File: config.mk
export PLATFORM = sky130hd
export DESIGN_NAME = rbpb_sqrt
export DESIGN_NICKNAME = d
export VERILOG_FILES = /design/src/rtl/core/rbpb_pkg.sv /design/src/rtl/core/rbpb_sqrt.sv
export SDC_FILE = /design/constraint.sdc
export NUM_CORES = 2
export LEC_CHECK = 0
export BUFFER_PORTS_ARGS = -buffer_cell sky130_fd_sc_hd__buf_4
export CORE_MARGIN = 1
export CORE_UTILIZATION = 50
export CTS_BUF_LIST = sky130_fd_sc_hd__clkbuf_8
export DETAILED_ROUTE_END_ITERATION = 16
export PLACE_DENSITY = 0.66
export SYNTH_ARGS = -nofsm -noshare
export SYNTH_HDL_FRONTEND = slang
export SYNTH_SLANG_ARGS = --single-unit
File: constraint.sdc
create_clock -name clk -period 5.6 [get_ports clk]
set_input_delay 0.56 -clock clk [delete_from_list [all_inputs] [get_ports clk]]
set_output_delay 0.56 -clock clk [all_outputs]
set_load 0.005 [all_outputs]
File: src/rtl/core/rbpb_pkg.sv
// Shared types and constants for the radial brush pixel blend pipeline.
// Used by rbpb_sqrt, rbpb_div and radial_brush_pixel_blend_unit.
package rbpb_pkg;

	localparam int unsigned COORD_BITS = 12;

	localparam logic [13:0] MAP_LIM    = 14'(1 << COORD_BITS);
	localparam logic [11:0] COORD_MASK = 12'((1 << COORD_BITS) - 1);

	localparam int unsigned D2_W       = 30;
	localparam int unsigned ROOT_W     = 31;
	localparam int unsigned REM_W      = 34;
	localparam int unsigned SQRT_STEPS = ROOT_W;

	localparam int unsigned Q_W        = 16;
	localparam int unsigned DIV_FRAC   = 8;
	localparam int unsigned DIV_STEPS  = Q_W;

	localparam int unsigned PIPE_LATENCY = 3 + SQRT_STEPS + 1 + DIV_STEPS + 2;

	localparam logic [16:0] ONE_Q16    = 17'h10000;
	localparam logic [15:0] RADIUS_MIN = 16'd128;

	localparam logic [15:0] RADIUS_RST = 16'd256;
	localparam logic [15:0] RATE_RST   = 16'd0;
	localparam logic [12:0] MAP_RST    = 13'd4096;

	typedef enum logic [2:0] {
		REG_BRUSH_RADIUS = 3'd0,
		REG_RATE_FACTOR  = 3'd1,
		REG_MATERIAL     = 3'd2,
		REG_MAP_WIDTH    = 3'd3,
		REG_MAP_HEIGHT   = 3'd4
	} cfg_reg_t;

	typedef enum logic [1:0] {
		MAT_BLACK = 2'd0,
		MAT_BLUE  = 2'd1,
		MAT_GREEN = 2'd2
	} mat_t;

	typedef struct packed {
		logic        on_map;
		logic [11:0] px;
		logic [11:0] py;
		logic [7:0]  red;
		logic [7:0]  green;
		logic [7:0]  blue;
	} meta_t;

endpackage

File: src/rtl/core/rbpb_sqrt.sv
// Pipelined integer square root, one result bit per stage, of d2 * 2^32.
// Depends on rbpb_pkg for widths and the pixel side-band type.
module rbpb_sqrt (
	input  logic                         clk,
	input  logic                         arst_n,
	input  logic                         in_vld,
	input  logic [rbpb_pkg::D2_W-1:0]    in_d2,
	input  rbpb_pkg::meta_t              in_meta,
	output logic                         out_vld,
	output logic [rbpb_pkg::ROOT_W-1:0]  out_root,
	output rbpb_pkg::meta_t              out_meta
);

	localparam int unsigned N = rbpb_pkg::SQRT_STEPS;

	logic                             vld_s  [0:N];
	logic [rbpb_pkg::ROOT_W-1:0]      root_s [0:N];
	rbpb_pkg::meta_t                  meta_s [0:N];
	logic [rbpb_pkg::REM_W-1:0]       rem_s  [0:N-1];
	logic [rbpb_pkg::D2_W-1:0]        d2_s   [0:N-1];

	assign vld_s[0]  = in_vld;
	assign root_s[0] = '0;
	assign meta_s[0] = in_meta;
	assign rem_s[0]  = '0;
	assign d2_s[0]   = in_d2;

	for (genvar k = 0; k < N; k++) begin : g_step
		logic [rbpb_pkg::REM_W-1:0] rem_x;
		logic [rbpb_pkg::REM_W-1:0] trial;
		logic                       take;

		assign rem_x = {rem_s[k][rbpb_pkg::REM_W-3:0], d2_s[k][rbpb_pkg::D2_W-1 -: 2]};
		assign trial = {1'b0, root_s[k], 2'b01};
		assign take  = rem_x >= trial;

		always_ff @(posedge clk or negedge arst_n) begin
			if (!arst_n) begin
				vld_s[k+1] <= 1'b0;
			end else begin
				vld_s[k+1] <= vld_s[k];
			end
		end

		always_ff @(posedge clk) begin
			root_s[k+1] <= {root_s[k][rbpb_pkg::ROOT_W-2:0], take};
			meta_s[k+1] <= meta_s[k];
		end

		if (k < N - 1) begin : g_carry
			always_ff @(posedge clk) begin
				rem_s[k+1] <= take ? (rem_x - trial) : rem_x;
				d2_s[k+1]  <= {d2_s[k][rbpb_pkg::D2_W-3:0], 2'b00};
			end
		end
	end

	assign out_vld  = vld_s[N];
	assign out_root = root_s[N];
	assign out_meta = meta_s[N];

endmodule

==> flow_metrics.env <==
export IMPL_outcome="finished clean"
export IMPL_worstPathArrival_ns=5.24
export IMPL_setup_violations_final=0
export IMPL_areaGrowthSynthToFinish_pct=15.45
export IMPL_syn_nets=9423
export IMPL_max_cap_viol_count=0
export IMPL_fmax_ghz=0.2315
export IMPL_fin_crit_sh=0.7712
export IMPL_final_common_cell="dfxtp_1"
export IMPL_cts_resized=0
export IMPL_synth_seq_area_share=0.6353
export IMPL_grt_use_total=0.1719
export IMPL_num_rows=163
export IMPL_drt_pass1_iterations=6
export IMPL_tns_ns=0
export IMPL_die_y_um=448.5
export IMPL_criticalPathCategory="reg -> reg"
export IMPL_end_kind="register"
export IMPL_clkTransAtPathRegs_ns=0.06
export IMPL_ys_types=98
export IMPL_postRouteAntennaNets=0
export IMPL_grt_first_pass_wirelength_um=288000
export IMPL_utilization=0.5822
export IMPL_initial_core_util=0.5043
export IMPL_maxSlewViolCount=0
export IMPL_cts_root_buf="clkbuf_8"
export IMPL_cts_sinks=3155
export IMPL_gp_congestion=0.8931
export IMPL_synth_edf_count=0
export IMPL_drive_gt1_frac=0.1093
export IMPL_slew_headroom=0.1885
export IMPL_synth_top_flop_cell="dfxtp_1"
export IMPL_antenna_found_initial=2
export IMPL_syn_avg_cell_area_um2=11.29
export IMPL_num_vias=61260
export IMPL_route_detailed_drc=0
export IMPL_yosys_warnings=0
export IMPL_place_inst=11490
export IMPL_n_fill_cell=16140
export IMPL_wl_per_cell_um=13.91
export IMPL_fin_skew_ns=0.07813
export IMPL_core_um2=197600
export IMPL_p_seq_frac=0.516
export IMPL_internal_power_w=0.03887
export IMPL_max_slew_worst_pin_slew_ns=1.202
export IMPL_final_cell_mix="dfxtp_1, inv_1, clkbuf_8"
export IMPL_period_minus_slack_ns=4.319
export IMPL_clk_latency_ns=1.07
export IMPL_path_max_fanout=44
export IMPL_synth_seq_cells=3155
export IMPL_cts_buffers=480
export IMPL_clockPowerShare=0.363
export IMPL_design_die_area_um2=201100
export IMPL_drt_wl_total_um=173600
export IMPL_p_leak_nw=53.65
export IMPL_start_kind="register"
export IMPL_netSwitchingPower_w=0.01335
export IMPL_top_usage_layer="met2"
export IMPL_grt_pass1_vias=61420
export IMPL_syn_inst=8829
export IMPL_worst_slack_ns=1.281
export IMPL_peakVddDrop_uv=266.5
export IMPL_io_pins=163
export IMPL_grtUsageMet2=0.2936
export IMPL_power_density_nw_per_um2=453.9
export IMPL_die_w_um=448.5
export IMPL_post_place_ws_ns=1.249
export IMPL_cts_setup_buffers=0
export IMPL_drt_first_iter_violations=3199
export IMPL_syn_area_um2=99660
export IMPL_port_buffers=162
export IMPL_hpwl_um=122700
export IMPL_viasPerCell=4.908
export IMPL_cp_required_ns=6.52
export IMPL_rsz0062_at_grt="no"
export IMPL_grt_ovfl_total=0
export IMPL_grt_max_degree=51
export IMPL_hp_class="in -> reg"
export IMPL_final_cells=12480
export IMPL_cts_tree="built"
export IMPL_use_met3=0.03664
export IMPL_htree_levels=5
export IMPL_power_frac_comb=0.121
export IMPL_use_met1=0.2048
export IMPL_switching_share=0.2557
export IMPL_nets=10060
export IMPL_clk_path_buf_depth=4
export IMPL_hold_viol=0
export IMPL_async_flop_share=0.009826
final timing paths:
kind                                     startpoint                   end  slack, ns  depth (start not counted)
min in group asynchronous                    arst_n              vld_s[5]       0.54                          4
max in group asynchronous                    arst_n             vld_s[26]       4.87                          4
worst min register to register         meta_s[1329]          meta_s[1280]       0.25                          0
worst min-delay path                     in_meta[0]          meta_s[1470]       0.13                          2
worst max register to register  g_step[28].trial[2]  g_step[29].rem_x[28]       1.28                         14
worst max-delay path            g_step[28].trial[2]  g_step[29].rem_x[28]       1.28                         14
sequential cells by signal (all words and copies together), names as in the netlist:
name,flops
d2_s,210
g_step.rem_x,899
vld_s,30
out_vld,1
out_meta,49
out_root,31
g_step.trial,465
meta_s,1470
logic make-up (layout without fill, tap and decap cells):
group | Yosys count | count (layout) | share of synthesized area
buffers and inverters | 818 | 1828 | 0.03301
adders and majority gates | 512 | 512 | 0.06541
AOI/OAI and AO/OA | 1559 | 1559 | 0.09720
DFF | 3155 | 3155 | 0.6353
xor gates and xnor gates | 693 | 693 | 0.06090
muxes | 72 | 72 | 0.007997
and+or+nand+nor | 2019 | 2019 | 0.1001
other | 1 | 3 | 0.00003763
metrics by stage:
stage,cell area [um2],power (W),hold slack [ns]
2_1_floorplan,99660,0.03182,0.2644
3_3_place_gp,103600,0.03337,0.3095
3_5_place_dp,103600,0.03360,0.3121
4_1_cts,115100,0.05291,0.0003385
5_1_grt,115100,0.05517,0.02240
6_report,115100,0.05223,0.1328
area by class of cell:
class                      instances  area (um2)  area share
antenna                            2       5.005  0.00004350
clock buffer                     629        8657     0.07524
clock inverter                   226        1431     0.01244
inverter                         649        2436     0.02117
multi-input combinational       4856       33130      0.2879
sequential                      3155       63320      0.5503
tap                             2640        3303     0.02871
timing repair buffer             324        2783     0.02418
power by group through the flow:
stage	Sequential, W	Clock, W	Combinational, W
floorplan	0.0268	0	0.00498
global placement	0.0273	0	0.00602
detailed placement	0.0274	0	0.00619
CTS	0.0269	0.0197	0.00631
global route	0.0273	0.0208	0.00712
finish	0.0269	0.0190	0.00633
cells in the mapped netlist, types with 11 or more instances:
cell type | instances | area (um2)
buf_2 | 15 | 75.07
a31oi_1 | 44 | 275.3
or3_1 | 80 | 500.5
nand2_1 | 500 | 1877
a21o_1 | 177 | 1329
buf_4 | 49 | 367.9
o21a_1 | 97 | 728.2
nor3_1 | 207 | 1036
a211o_1 | 11 | 96.34
o21bai_1 | 41 | 307.8
o31ai_1 | 64 | 480.5
fa_1 | 15 | 300.3
nand2b_1 | 101 | 631.9
a221oi_1 | 11 | 96.34
a211oi_1 | 47 | 352.8
clkbuf_1 | 96 | 360.4
and3_1 | 45 | 281.5
mux2_2 | 58 | 653.1
dfrtp_1 | 31 | 775.7
nor2b_1 | 70 | 437.9
a2111oi_0 | 11 | 96.34
o21ai_0 | 412 | 2062
nor2_1 | 529 | 1986
ha_1 | 497 | 6218
or4_1 | 43 | 322.8
nand4_1 | 64 | 400.4
xnor2_1 | 347 | 3039
o21ai_1 | 11 | 55.05
inv_1 | 641 | 2406
dfxtp_1 | 3124 | 62540
nand3_1 | 116 | 580.6
mux2i_1 | 11 | 110.1
nor4_1 | 94 | 588.1
and2_1 | 36 | 225.2
o211ai_1 | 23 | 172.7
a21boi_0 | 17 | 127.6
nand3b_1 | 24 | 180.2
a21oi_1 | 468 | 2342
xor2_1 | 346 | 3030
nand4b_1 | 18 | 157.7
or2_2 | 37 | 231.5
o41ai_1 | 13 | 113.9
critical path, cell delays in order, from the launching register on:
cell and delay, ns:
dfxtp_1 0.33, inv_1 0.04, ha_1 0.20, inv_1 0.08, fa_1 0.21, nor2b_1 0.07, o31ai_1 0.47, a21oi_1 0.21
o21ai_1 0.38, a41oi_1 0.24, o41ai_1 0.73, o2111ai_4 0.67, buf_4 0.38, nor2_1 0.09, a21oi_1 0.05
repair_timing:
item,in CTS,in global routing
endpoints found under the hold margin,112,0
hold buffers,136,0
setup endpoints to repair,0,0
metal layers:
metal  up-vias  wire length, um
met5         -                0
met4         0             6492
met3       441             8532
met2      1374            82060
met1     28300            76510
li1      31140                -
No activity file was read; power rests on OpenSTA's default activity.
