--- config.mk ---
export PLATFORM = sky130hd
export DESIGN_NAME = rbpb_div
export DESIGN_NICKNAME = d
export VERILOG_FILES = /design/src/rtl/core/rbpb_pkg.sv /design/src/rtl/core/rbpb_div.sv
export SDC_FILE = /design/constraint.sdc
export NUM_CORES = 1
export LEC_CHECK = 0
export ABC_CLOCK_PERIOD_IN_PS = 3000
export BUFFER_PORTS_ARGS = -buffer_cell sky130_fd_sc_hd__buf_2
export CAP_MARGIN = 20
export CORE_MARGIN = 2
export CORE_UTILIZATION = 29
export DETAILED_ROUTE_END_ITERATION = 8
export SYNTH_ARGS = -nofsm -noshare
export SYNTH_HDL_FRONTEND = slang
export SYNTH_SLANG_ARGS = --single-unit
--- constraint.sdc ---
create_clock -name clk -period 3 [get_ports clk]
set_input_delay 0.15 -clock clk [delete_from_list [all_inputs] [get_ports clk]]
set_output_delay 0.15 -clock clk [all_outputs]
set_load 0.03 [all_outputs]
--- src/rtl/core/rbpb_pkg.sv ---
// Shared types and constants for the radial brush pixel blend pipeline.
// Used by rbpb_sqrt, rbpb_div and radial_brush_pixel_blend_unit.
package rbpb_pkg;

	localparam int unsigned COORD_BITS = 12;

	localparam logic [13:0] MAP_LIM    = 14'(1 << COORD_BITS);
	localparam logic [11:0] COORD_MASK = 12'((1 << COORD_BITS) - 1);

	localparam int unsigned D2_W       = 30;
	localparam int unsigned ROOT_W     = 31;
	localparam int unsigned REM_W      = 34;
	localparam int unsigned SQRT_STEPS = ROOT_W;

	localparam int unsigned Q_W        = 16;
	localparam int unsigned DIV_FRAC   = 8;
	localparam int unsigned DIV_STEPS  = Q_W;

	localparam int unsigned PIPE_LATENCY = 3 + SQRT_STEPS + 1 + DIV_STEPS + 2;

	localparam logic [16:0] ONE_Q16    = 17'h10000;
	localparam logic [15:0] RADIUS_MIN = 16'd128;

	localparam logic [15:0] RADIUS_RST = 16'd256;
	localparam logic [15:0] RATE_RST   = 16'd0;
	localparam logic [12:0] MAP_RST    = 13'd4096;

	typedef enum logic [2:0] {
		REG_BRUSH_RADIUS = 3'd0,
		REG_RATE_FACTOR  = 3'd1,
		REG_MATERIAL     = 3'd2,
		REG_MAP_WIDTH    = 3'd3,
		REG_MAP_HEIGHT   = 3'd4
	} cfg_reg_t;

	typedef enum logic [1:0] {
		MAT_BLACK = 2'd0,
		MAT_BLUE  = 2'd1,
		MAT_GREEN = 2'd2
	} mat_t;

	typedef struct packed {
		logic        on_map;
		logic [11:0] px;
		logic [11:0] py;
		logic [7:0]  red;
		logic [7:0]  green;
		logic [7:0]  blue;
	} meta_t;

endpackage

--- src/rtl/core/rbpb_div.sv ---
// Pipelined restoring divider: q = (s << 8) / radius, one quotient bit per stage.
// Flags quotients of one or more; depends on rbpb_pkg.
module rbpb_div (
	input  logic                         clk,
	input  logic                         arst_n,
	input  logic                         in_vld,
	input  logic [rbpb_pkg::ROOT_W-1:0]  in_s,
	input  logic [15:0]                  radius,
	input  rbpb_pkg::meta_t              in_meta,
	output logic                         out_vld,
	output logic [rbpb_pkg::Q_W-1:0]     out_q,
	output logic                         out_over,
	output rbpb_pkg::meta_t              out_meta
);

	localparam int unsigned N  = rbpb_pkg::DIV_STEPS;
	localparam int unsigned QW = rbpb_pkg::Q_W;
	localparam int unsigned FR = rbpb_pkg::DIV_FRAC;

	logic              vld_s  [0:N];
	logic              over_s [0:N];
	logic [QW-1:0]     q_s    [0:N];
	rbpb_pkg::meta_t   meta_s [0:N];
	logic [15:0]       rem_s  [0:N-1];
	logic [QW-1:0]     bits_s [0:N-1];

	logic over;

	assign over   = in_s >= rbpb_pkg::ROOT_W'({radius, FR'(0)});
	assign q_s[0] = '0;

	always_ff @(posedge clk or negedge arst_n) begin
		if (!arst_n) begin
			vld_s[0] <= 1'b0;
		end else begin
			vld_s[0] <= in_vld;
		end
	end

	always_ff @(posedge clk) begin
		over_s[0] <= over;
		meta_s[0] <= in_meta;
		rem_s[0]  <= in_s[QW+FR-1:FR];
		bits_s[0] <= {in_s[FR-1:0], (QW-FR)'(0)};
	end

	for (genvar k = 0; k < N; k++) begin : g_step
		logic [16:0] rem_x;
		logic        take;

		assign rem_x = {rem_s[k], bits_s[k][QW-1]};
		assign take  = rem_x >= {1'b0, radius};

		always_ff @(posedge clk or negedge arst_n) begin
			if (!arst_n) begin
				vld_s[k+1] <= 1'b0;
			end else begin
				vld_s[k+1] <= vld_s[k];
			end
		end

		always_ff @(posedge clk) begin
			q_s[k+1]    <= {q_s[k][QW-2:0], take};
			over_s[k+1] <= over_s[k];
			meta_s[k+1] <= meta_s[k];
		end

		if (k < N - 1) begin : g_carry
			always_ff @(posedge clk) begin
				rem_s[k+1]  <= take ? 16'(rem_x - {1'b0, radius}) : rem_x[15:0];
				bits_s[k+1] <= {bits_s[k][QW-2:0], 1'b0};
			end
		end
	end

	assign out_vld  = vld_s[N];
	assign out_q    = q_s[N];
	assign out_over = over_s[N];
	assign out_meta = meta_s[N];

`ifndef NO_ASSERTIONS
	a_rem_below_radius: assert property (@(posedge clk) disable iff (!arst_n)
		vld_s[0] && !over_s[0] |-> rem_s[0] < radius)
		else $error("divider start remainder not below radius");
`endif

endmodule

==> results.cfg, run 1 <==
[place]
gp_congestion = 0.8424
placed_area_mm2 = 0.04520
dp_hpwl_um = 55140
pre_cts_ws_ns = -0.1499
numPortBuffers = 165

[power_and_ir_drop]
ir_drop_uv = 706.3
switching_power_mw = 18.33
swShare = 0.3071
pwr-share-comb = 0.325
power-per-cell-area_mw_per_mm2 = 1154
power_frac_seq = 0.369
p_int_mw = 41.35
p_clk_frac = 0.306
leakagePower_nw = 22.36

[floorplanning]
start_util = 0.2927
die_y_um = 377.0
die-area_mm2 = 0.1421
core_mm2 = 0.1378
rows = 136
fp.dieW_um = 377.0
pin_count = 166

[setup_path]
cp_slowest_cell = or4_1
max_stage_delay_ns = 0.40
startpoint_type = flop
reg2reg_depth = 10
path_cells = ha_4 > a21o_1 > a21o_1 > a21oi_1 > a21boi_1 > o311a_1 > or4_1 > a311o_1 > buf_12 > mux2_4
path_common_cell = a21o_1
path_depth = 10
cp.required_ns = 3.63
worstPathMaxFanout = 15
path_delay_family = compound AO/OA/AOI/OAI gates
crit_type = flop to flop
crit_buf_inv = 1
endpoint_kind = flop
arrival_ns = 3.53
r2r_slack_ns = 0.1

[routing]
via_per_inst = 4.312
drt-pass1-iter-count = 5
wl_per_cell_um = 13.83
drt.antenna.violating_nets = 0
drc = 0
num_vias = 24969
wl_um = 80070
first_iter_violations = 1125

[global_routing]
grt_max_degree = 30
grt_pass1_wl_um = 128100
met3_usage = 0.02648
grt_most_used_layer = met2
grt_pass1_vias = 24805
grt_util_met1 = 0.1471
antenna_found_initial = 2
use_met2 = 0.1786
overflow = 0
grt_use_total = 0.1132

[cells_and_area]
final_cell_area_mm2 = 0.05172
layout_commonest_cell = dfxtp_1
final_cell_mix = dfxtp_1 (1,275), ha_1 (268), buf_4 (208), a21oi_1 (169), buf_2 (165)
syn_to_final_growth_pct = 28.22
nNetsFinal = 4271
utilization = 0.3753
nFillCells = 13201
drive_above_1_share = 0.1987

[synth]
yosys-top-cells-area = dfxtp_1 (63%), ha_1 (8.4%), mux2_2 (3.1%), xnor2_1 (2.3%), a21oi_1 (2.1%)
synth_warnings = 0
ys_seq_elements = 1295
synth_edf_count = 0
syn-mean-instance-area_um2 = 12.37
yosysTopAreaCell = dfxtp_1
synth_top_area_share = 0.6342
ys_types = 74
ys.flop_type = dfxtp_1
syn-num-nets = 3645
synthCells = 3260
ys_seq_area_frac = 0.6447
async_flop_share = 0.01313
synth_area_mm2 = 0.04034

[clocking]
clock_latency_ns = 0.76
cts_tree = built
root_buffer = clkbuf_16
clock-sinks = 1295
cts_buffers = 139
clock_path_buffers = 3
htreeDepth = 4
clk_pin_slew_ns = 0.06

[timing]
hold_viol_final = 0
worst_pin_slew_ns = 0.7074
finalCritPeriodShare = 0.9680
rsz0062_at_grt = false
max_freq_mhz = 344.3
worst_slack_ns = 0.09594
setup_viol = 0
clock_skew_ns = 0.04413
slew_headroom = 0.5269
slew_violations = 0
fin_crit_ns = 2.904

[min_path]
whs_path_depth = 2
hold_path_class = primary input to flop

[flow_run]
maxCapViolCount = 0

[run_status]
status = finished, final reports clean
-- layer usage --
metal  vias to the layer above  wire length (um)  part of all wire
li1                      12701                 -                 -
met1                     11631             38410              0.48
met2                       454             35670              0.45
met3                       183              3253             0.041
met4                         0              2735             0.034
met5                         -                 0                 0
-- area by class of cell --
class | count | area [um2] | area share
clock inverter | 71 | 1215 | 0.02349
clock buffer | 179 | 3870 | 0.07482
sequential | 1295 | 26010 | 0.5029
timing repair buffer | 535 | 4242 | 0.08200
multi-input combinational | 1819 | 13770 | 0.2661
antenna | 1 | 2.502 | 0.00004838
inverter | 96 | 371.6 | 0.007184
tap | 1794 | 2245 | 0.04340
-- per-stage QoR --
stage	TNS, ns	power, mW	hold WS [ns]	cells
5_1_grt	0	63.72	0.01833	5790
6_report	0	59.68	0.07235	5790
4_1_cts	0	60.30	0.0002932	5785
2_1_floorplan	0	35.61	-0.1456	3260
3_3_place_gp	-1.610	41.16	0.06968	5398
3_5_place_dp	-3.792	41.43	0.07863	5398
-- cell families (layout without fill, tap and decap cells) --
| kind of cell | count (synthesis) | after routing | share of synthesized area |
|---|---|---|---|
| flops | 1295 | 1295 | 0.6447 |
| simple gates | 578 | 578 | 0.06966 |
| buf+inv | 146 | 881 | 0.01597 |
| xor+xnor | 165 | 165 | 0.03582 |
| fa+ha+maj | 286 | 286 | 0.09150 |
| other cells | 0 | 1 | 0 |
| compound gates | 651 | 651 | 0.1035 |
| mux | 139 | 139 | 0.03883 |
-- repair_timing --
item / CTS / global route
resized for setup: 0 / 13
endpoints found under the hold margin: 98 / 0
setup buffers: 0 / 3
setup endpoints to repair: 0 / 24
hold buffers: 137 / 0
-- worst register-to-register path, cell delays in order (launching register included) --
cell and delay [ns]:
dfxtp_2 0.33, ha_4 0.26, a21o_1 0.17, a21o_1 0.18
a21oi_1 0.15, a21boi_1 0.10, o311a_1 0.32, or4_1 0.40
a311o_1 0.37, buf_12 0.18, mux2_4 0.31
-- state kept, by name, summed over array words and instances, names as in the netlist --
| signal | count |
|---|---|
| meta_s | 833 |
| rem_s | 256 |
| q_s | 120 |
| bits_s | 36 |
| over_s | 17 |
| out_q | 16 |
| vld_s | 16 |
| out_vld | 1 |
-- path summary, 6_finish.rpt --
path                                   to           start
min reg2reg                meta_s[1][314]  meta_s[1][265]
min                          rem_s[0][11]        in_s[19]
max                          rem_s[0][24]     rem_s[0][4]
max in group asynchronous        vld_s[4]          arst_n
min in group asynchronous       vld_s[15]          arst_n
max reg2reg                  rem_s[0][24]     rem_s[0][4]
-- cells in the mapped netlist (17+ instances only) --
cell	n
mux2_2	112
xnor2_1	105
dfrtp_1	17
o21bai_1	21
o21a_1	31
a211oi_1	26
nand2_1	146
xor2_1	60
a21oi_1	170
buf_4	17
dfxtp_1	1278
o31ai_1	17
nand4_1	30
nand2b_1	34
ha_1	271
a21o_1	72
or3_1	21
a31oi_1	28
inv_1	94
nor2_1	144
nor2b_1	37
nor3_1	48
mux2i_1	20
o21ai_0	156
clkbuf_1	24
nand3_1	49
-- power by group through the flow --
stage,Combinational [mW],Sequential [mW],Clock [mW]
3_3_place_gp,18.7,22.5,0
3_5_place_dp,19.0,22.4,0
4_1_cts,19.3,22.1,18.9
5_1_grt,21.7,22.4,19.7
6_report,19.4,22.0,18.2
2_1_floorplan,13.8,21.8,0
(Power assumes the default switching activity.)
==> run 2, diff against run 1 <==
- REMOVE_ABC_BUFFERS: unset -> 1
==> results.cfg, run 2 (synthesis results as in run 1) <==
[timing]
slew_headroom = 0.5276
max_freq_mhz = 336.8
fin_crit_ns = 2.970
worst_pin_slew_ns = 0.7063
worst_slack_ns = 0.03047
finalCritPeriodShare = 0.9898
rsz0062_at_grt = true
setup_viol = 0
hold_viol_final = 0
slew_violations = 0
clock_skew_ns = 0.04624
tns_ns = 0

[setup_path]
cp.required_ns = 3.63
crit_type = flop to flop
max_stage_delay_ns = 0.45
arrival_ns = 3.60
startpoint_type = flop
startpoint = rem_s[0][0]
crit_buf_inv = 1
path_cells = ha_4 > nor2b_4 > o31a_1 > o21ai_2 > a21boi_2 > o311a_1 > or4_1 > a311o_2 > buf_12 > mux2_4
cp_slowest_cell = a311o_2
crit-reg2reg-launch = rem_s[0][0]
worstPathMaxFanout = 8
path_delay_family = compound AO/OA/AOI/OAI gates
endpoint_kind = flop

[floorplanning]
fp.dieW_um = 377.0
die-area_mm2 = 0.1421
die_y_um = 377.0
core_mm2 = 0.1378
rows = 136
start_util = 0.2927
pin_count = 166

[clocking]
clock_latency_ns = 0.76
clock_path_buffers = 3
clk_pin_slew_ns = 0.06
root_buffer = clkbuf_16
cts_tree = built
clock-sinks = 1295
htreeDepth = 4
cts_buffers = 137

[routing]
drt-pass1-iter-count = 5
wl_um = 76120
num_vias = 24816
drc = 0
wl_per_cell_um = 13.22
drt.antenna.violating_nets = 0
first_iter_violations = 1028
via_per_inst = 4.308

[cells_and_area]
final_cell_mix = dfxtp_1 (1,275), ha_1 (269), buf_4 (184), a21oi_1 (169), buf_2 (165)
largest_reg_flops = 833
antenna_cells = 0
layout_commonest_cell = dfxtp_1
utilization = 0.3712
top_regs = meta_s (833), rem_s (256), q_s (120)
nNetsFinal = 4251
syn_to_final_growth_pct = 26.84
drive_above_1_share = 0.1894
top_register = meta_s

[global_routing]
grt_pass1_wl_um = 123400
antenna_found_initial = 1
grt_use_total = 0.1080
overflow = 0
grt_max_degree = 20
grt_pass1_vias = 24520

[place]
gp_congestion = 0.8386
pre_cts_ws_ns = -0.09639
dp_hpwl_um = 52540
numPortBuffers = 165

[flow_run]
maxCapViolCount = 0

[power_and_ir_drop]
leakagePower_nw = 22.10
power-per-cell-area_mw_per_mm2 = 1134
ir_drop_uv = 508.6

[min_path]
hold_path_class = primary input to flop
min_from = in_meta[30]

[run_status]
status = finished, final reports clean
==> run 2: changes by cell type in the layout (fill, tap and decap cells not counted), sizes merged, moves of 4 or more <==
cell         before  now
buf             398  369
bufinv           20   13
clkbuf          179  183
clkinv           36   26
dlygate4sd3     137  147
inv             102  106
==> run 2: layer usage <==
layer  track usage  up-vias  wire length, um
met5             0        -                0
met4       0.05291        0             2887
met3       0.02744      193             3703
met2        0.1726      484            34180
met1        0.1352    11472            35350
li1              -    12667                -
==> run 2: metrics by stage <==
stage	power [mW]	instance area, um2	instances	hold WS [ns]
2_1_floorplan	35.32	40060	3210	-0.1456
3_3_place_gp	40.61	44870	5369	0.06821
3_5_place_dp	40.89	44870	5369	0.07381
4_1_cts	58.79	51070	5755	0.002943
5_1_grt	62.07	51170	5760	0.01351
6_report	58.03	51170	5760	0.06561
==> run 2: report_power, final <==
part / switching, mW / internal, mW
Clock: 6.95 / 10.3
Sequential: 1.40 / 20.6
Combinational: 9.42 / 9.40
Total: 17.8 / 40.3
==> run 2: worst paths after layout <==
check | to | slack [ns] | cells past startpoint
min reg2reg | meta_s[0][240] | 0.30 | 0
min in group asynchronous | vld_s[1] | 0.55 | 3
max in group asynchronous | vld_s[3] | 2.01 | 3
min | meta_s[0][30] | 0.07 | 2
max | rem_s[0][27] | 0.03 | 10
max reg2reg | rem_s[0][27] | 0.03 | 10
==> run 2: what timing repair did <==
item	CTS	global route
hold endpoints to repair	102	0
gates resized for setup	0	15
hold buffers	147	0
setup buffers	0	4
setup endpoints to repair	0	31
==> run 2: layout make-up <==
cell class                 count  area, um2
fill                       13288      86660
tap                         1794       2245
timing repair buffer         517       4086
sequential                  1295      26010
multi-input combinational   1819      13740
clock inverter                57      867.1
inverter                      96      360.3
clock buffer                 182       3859
==> run 3, diff against run 2 <==
- CELL_PAD_IN_SITES_DETAIL_PLACEMENT: unset -> 0
- CELL_PAD_IN_SITES_GLOBAL_PLACEMENT: unset -> 1
- PLACE_DENSITY_LB_ADDON: unset -> 0.1
==> results.cfg, run 3 (synthesis results as in run 1) <==
[power_and_ir_drop]
power_frac_seq = 0.366
p_clk_frac = 0.295
switching_power_mw = 18.70
pwr-share-comb = 0.338
ir_drop_uv = 462.1
swShare = 0.3110
p_total_mw = 60.15
power-per-cell-area_mw_per_mm2 = 1147
leakagePower_nw = 22.81
p_int_mw = 41.44

[clocking]
htreeDepth = 4
root_buffer = clkbuf_16
cts_buffers = 142
cts_tree = built
clock_latency_ns = 0.76
clk_pin_slew_ns = 0.06
clock-sinks = 1295
clock_path_buffers = 3

[cells_and_area]
top_register = meta_s
multi_input_area_mm2 = 0.01377
final_cell_mix = dfxtp_1 (1,276), buf_4 (301), ha_1 (269), a21oi_1 (168), buf_2 (165)
utilization = 0.3804
largest_reg_flops = 833
final_cell_area_mm2 = 0.05243
drive_above_1_share = 0.2179
antenna_cells = 0
syn_to_final_growth_pct = 29.97
final-seq-area_mm2 = 0.02601
nNetsFinal = 4375
top_regs = meta_s (833), rem_s (256), q_s (120)
layout_commonest_cell = dfxtp_1
fin_cells = 5897
nFillCells = 13468

[setup_path]
endpoint_kind = flop
crit_type = flop to flop
crit_buf_inv = 1
arrival_ns = 3.64
worstPathMaxFanout = 8
startpoint_type = flop
crit-reg2reg-launch = rem_s[0][4]
cp.required_ns = 3.65
startpoint = rem_s[0][4]
max_stage_delay_ns = 0.48
path_common_cell = a21o_1
cp_slowest_cell = a311o_2
path_cells = ha_4 > a21o_1 > a21o_1 > a21oi_2 > a21boi_2 > o311a_1 > or4_1 > a311o_2 > clkbuf_16 > mux2_4
path_delay_family = compound AO/OA/AOI/OAI gates

[timing]
slew_violations = 0
worst_pin_slew_ns = 0.7225
rsz0062_at_grt = true
fin_crit_ns = 2.990
max_freq_mhz = 334.5
clock_skew_ns = 0.05488
setup_viol = 0
finalCritPeriodShare = 0.9966
slew_headroom = 0.5168
hold_viol_final = 0
tns_ns = 0

[global_routing]
antenna_found_initial = 1
overflow = 0
grt_pass1_wl_um = 132700
grt_pass1_vias = 24807
grt_max_degree = 26
grt_use_total = 0.1189

[routing]
drt-pass1-iter-count = 4
drt.antenna.violating_nets = 0
wl_um = 83860
via_per_inst = 4.198
drc = 0
first_iter_violations = 938
wl_per_cell_um = 14.22
num_vias = 24754

[min_path]
hold_path_class = primary input to flop
min_from = in_meta[0]

[floorplanning]
die_y_um = 377.0
fp.dieW_um = 377.0
core_mm2 = 0.1378
die-area_mm2 = 0.1421
rows = 136
pin_count = 166
start_util = 0.2927

[place]
gp_congestion = 0.7707
placed_area_mm2 = 0.04589
numPortBuffers = 165
dp.cells = 5495
dp_hpwl_um = 60230

[run_status]
status = finished, final reports clean

[flow_run]
maxCapViolCount = 0
==> run 3: path summary, 6_finish.rpt <==
kind | end | slack, ns | depth (start not counted)
max reg2reg | rem_s[0][29] | 0.01 | 10
max | rem_s[0][29] | 0.01 | 10
min in group asynchronous | out_vld | 0.52 | 3
min | meta_s[0][0] | 0.08 | 2
max in group asynchronous | vld_s[12] | 2.02 | 3
min reg2reg | meta_s[1][332] | 0.30 | 0
==> run 3: repair_timing <==
action,CTS,global route
hold buffers,142,0
buffers inserted,0,1
resized for setup,0,18
endpoints found under the setup margin,0,26
hold endpoints to repair,108,0
==> run 3: power groups by stage <==
| stage | registers [mW] | clock network (mW) | logic, mW |
|---|---|---|---|
| 5_1_grt | 22.4 | 19.3 | 22.9 |
| 3_3_place_gp | 22.6 | 0 | 20.3 |
| 6_report | 22.0 | 17.8 | 20.4 |
| 4_1_cts | 22.2 | 18.6 | 20.5 |
| 2_1_floorplan | 22.0 | 0 | 13.3 |
| 3_5_place_dp | 22.5 | 0 | 20.2 |
==> run 3: per-stage QoR <==
step	worst slack, ns	hold WS [ns]
floorplan	-0.5338	-0.1456
global placement	-0.1459	0.07689
detailed placement	-0.1509	0.08318
CTS	0.009244	0.0004264
global route	-0.06670	0.01043
finish	0.01027	0.07688
==> run 3: final cells by class <==
cell class | instances | share of cell area
clock buffer | 189 | 0.07591
clock inverter | 68 | 0.01919
timing repair buffer | 636 | 0.09650
multi-input combinational | 1819 | 0.2626
inverter | 96 | 0.006873
sequential | 1295 | 0.4961
tap | 1794 | 0.04281
==> run 3: metal layers <==
layer | vias to the layer above | share of wire | global-route usage
li1 | 12890 | - | -
met1 | 11378 | 0.49 | 0.1579
met2 | 331 | 0.45 | 0.1893
met3 | 155 | 0.038 | 0.02721
met4 | 0 | 0.025 | 0.04098
met5 | - | 0 | 0
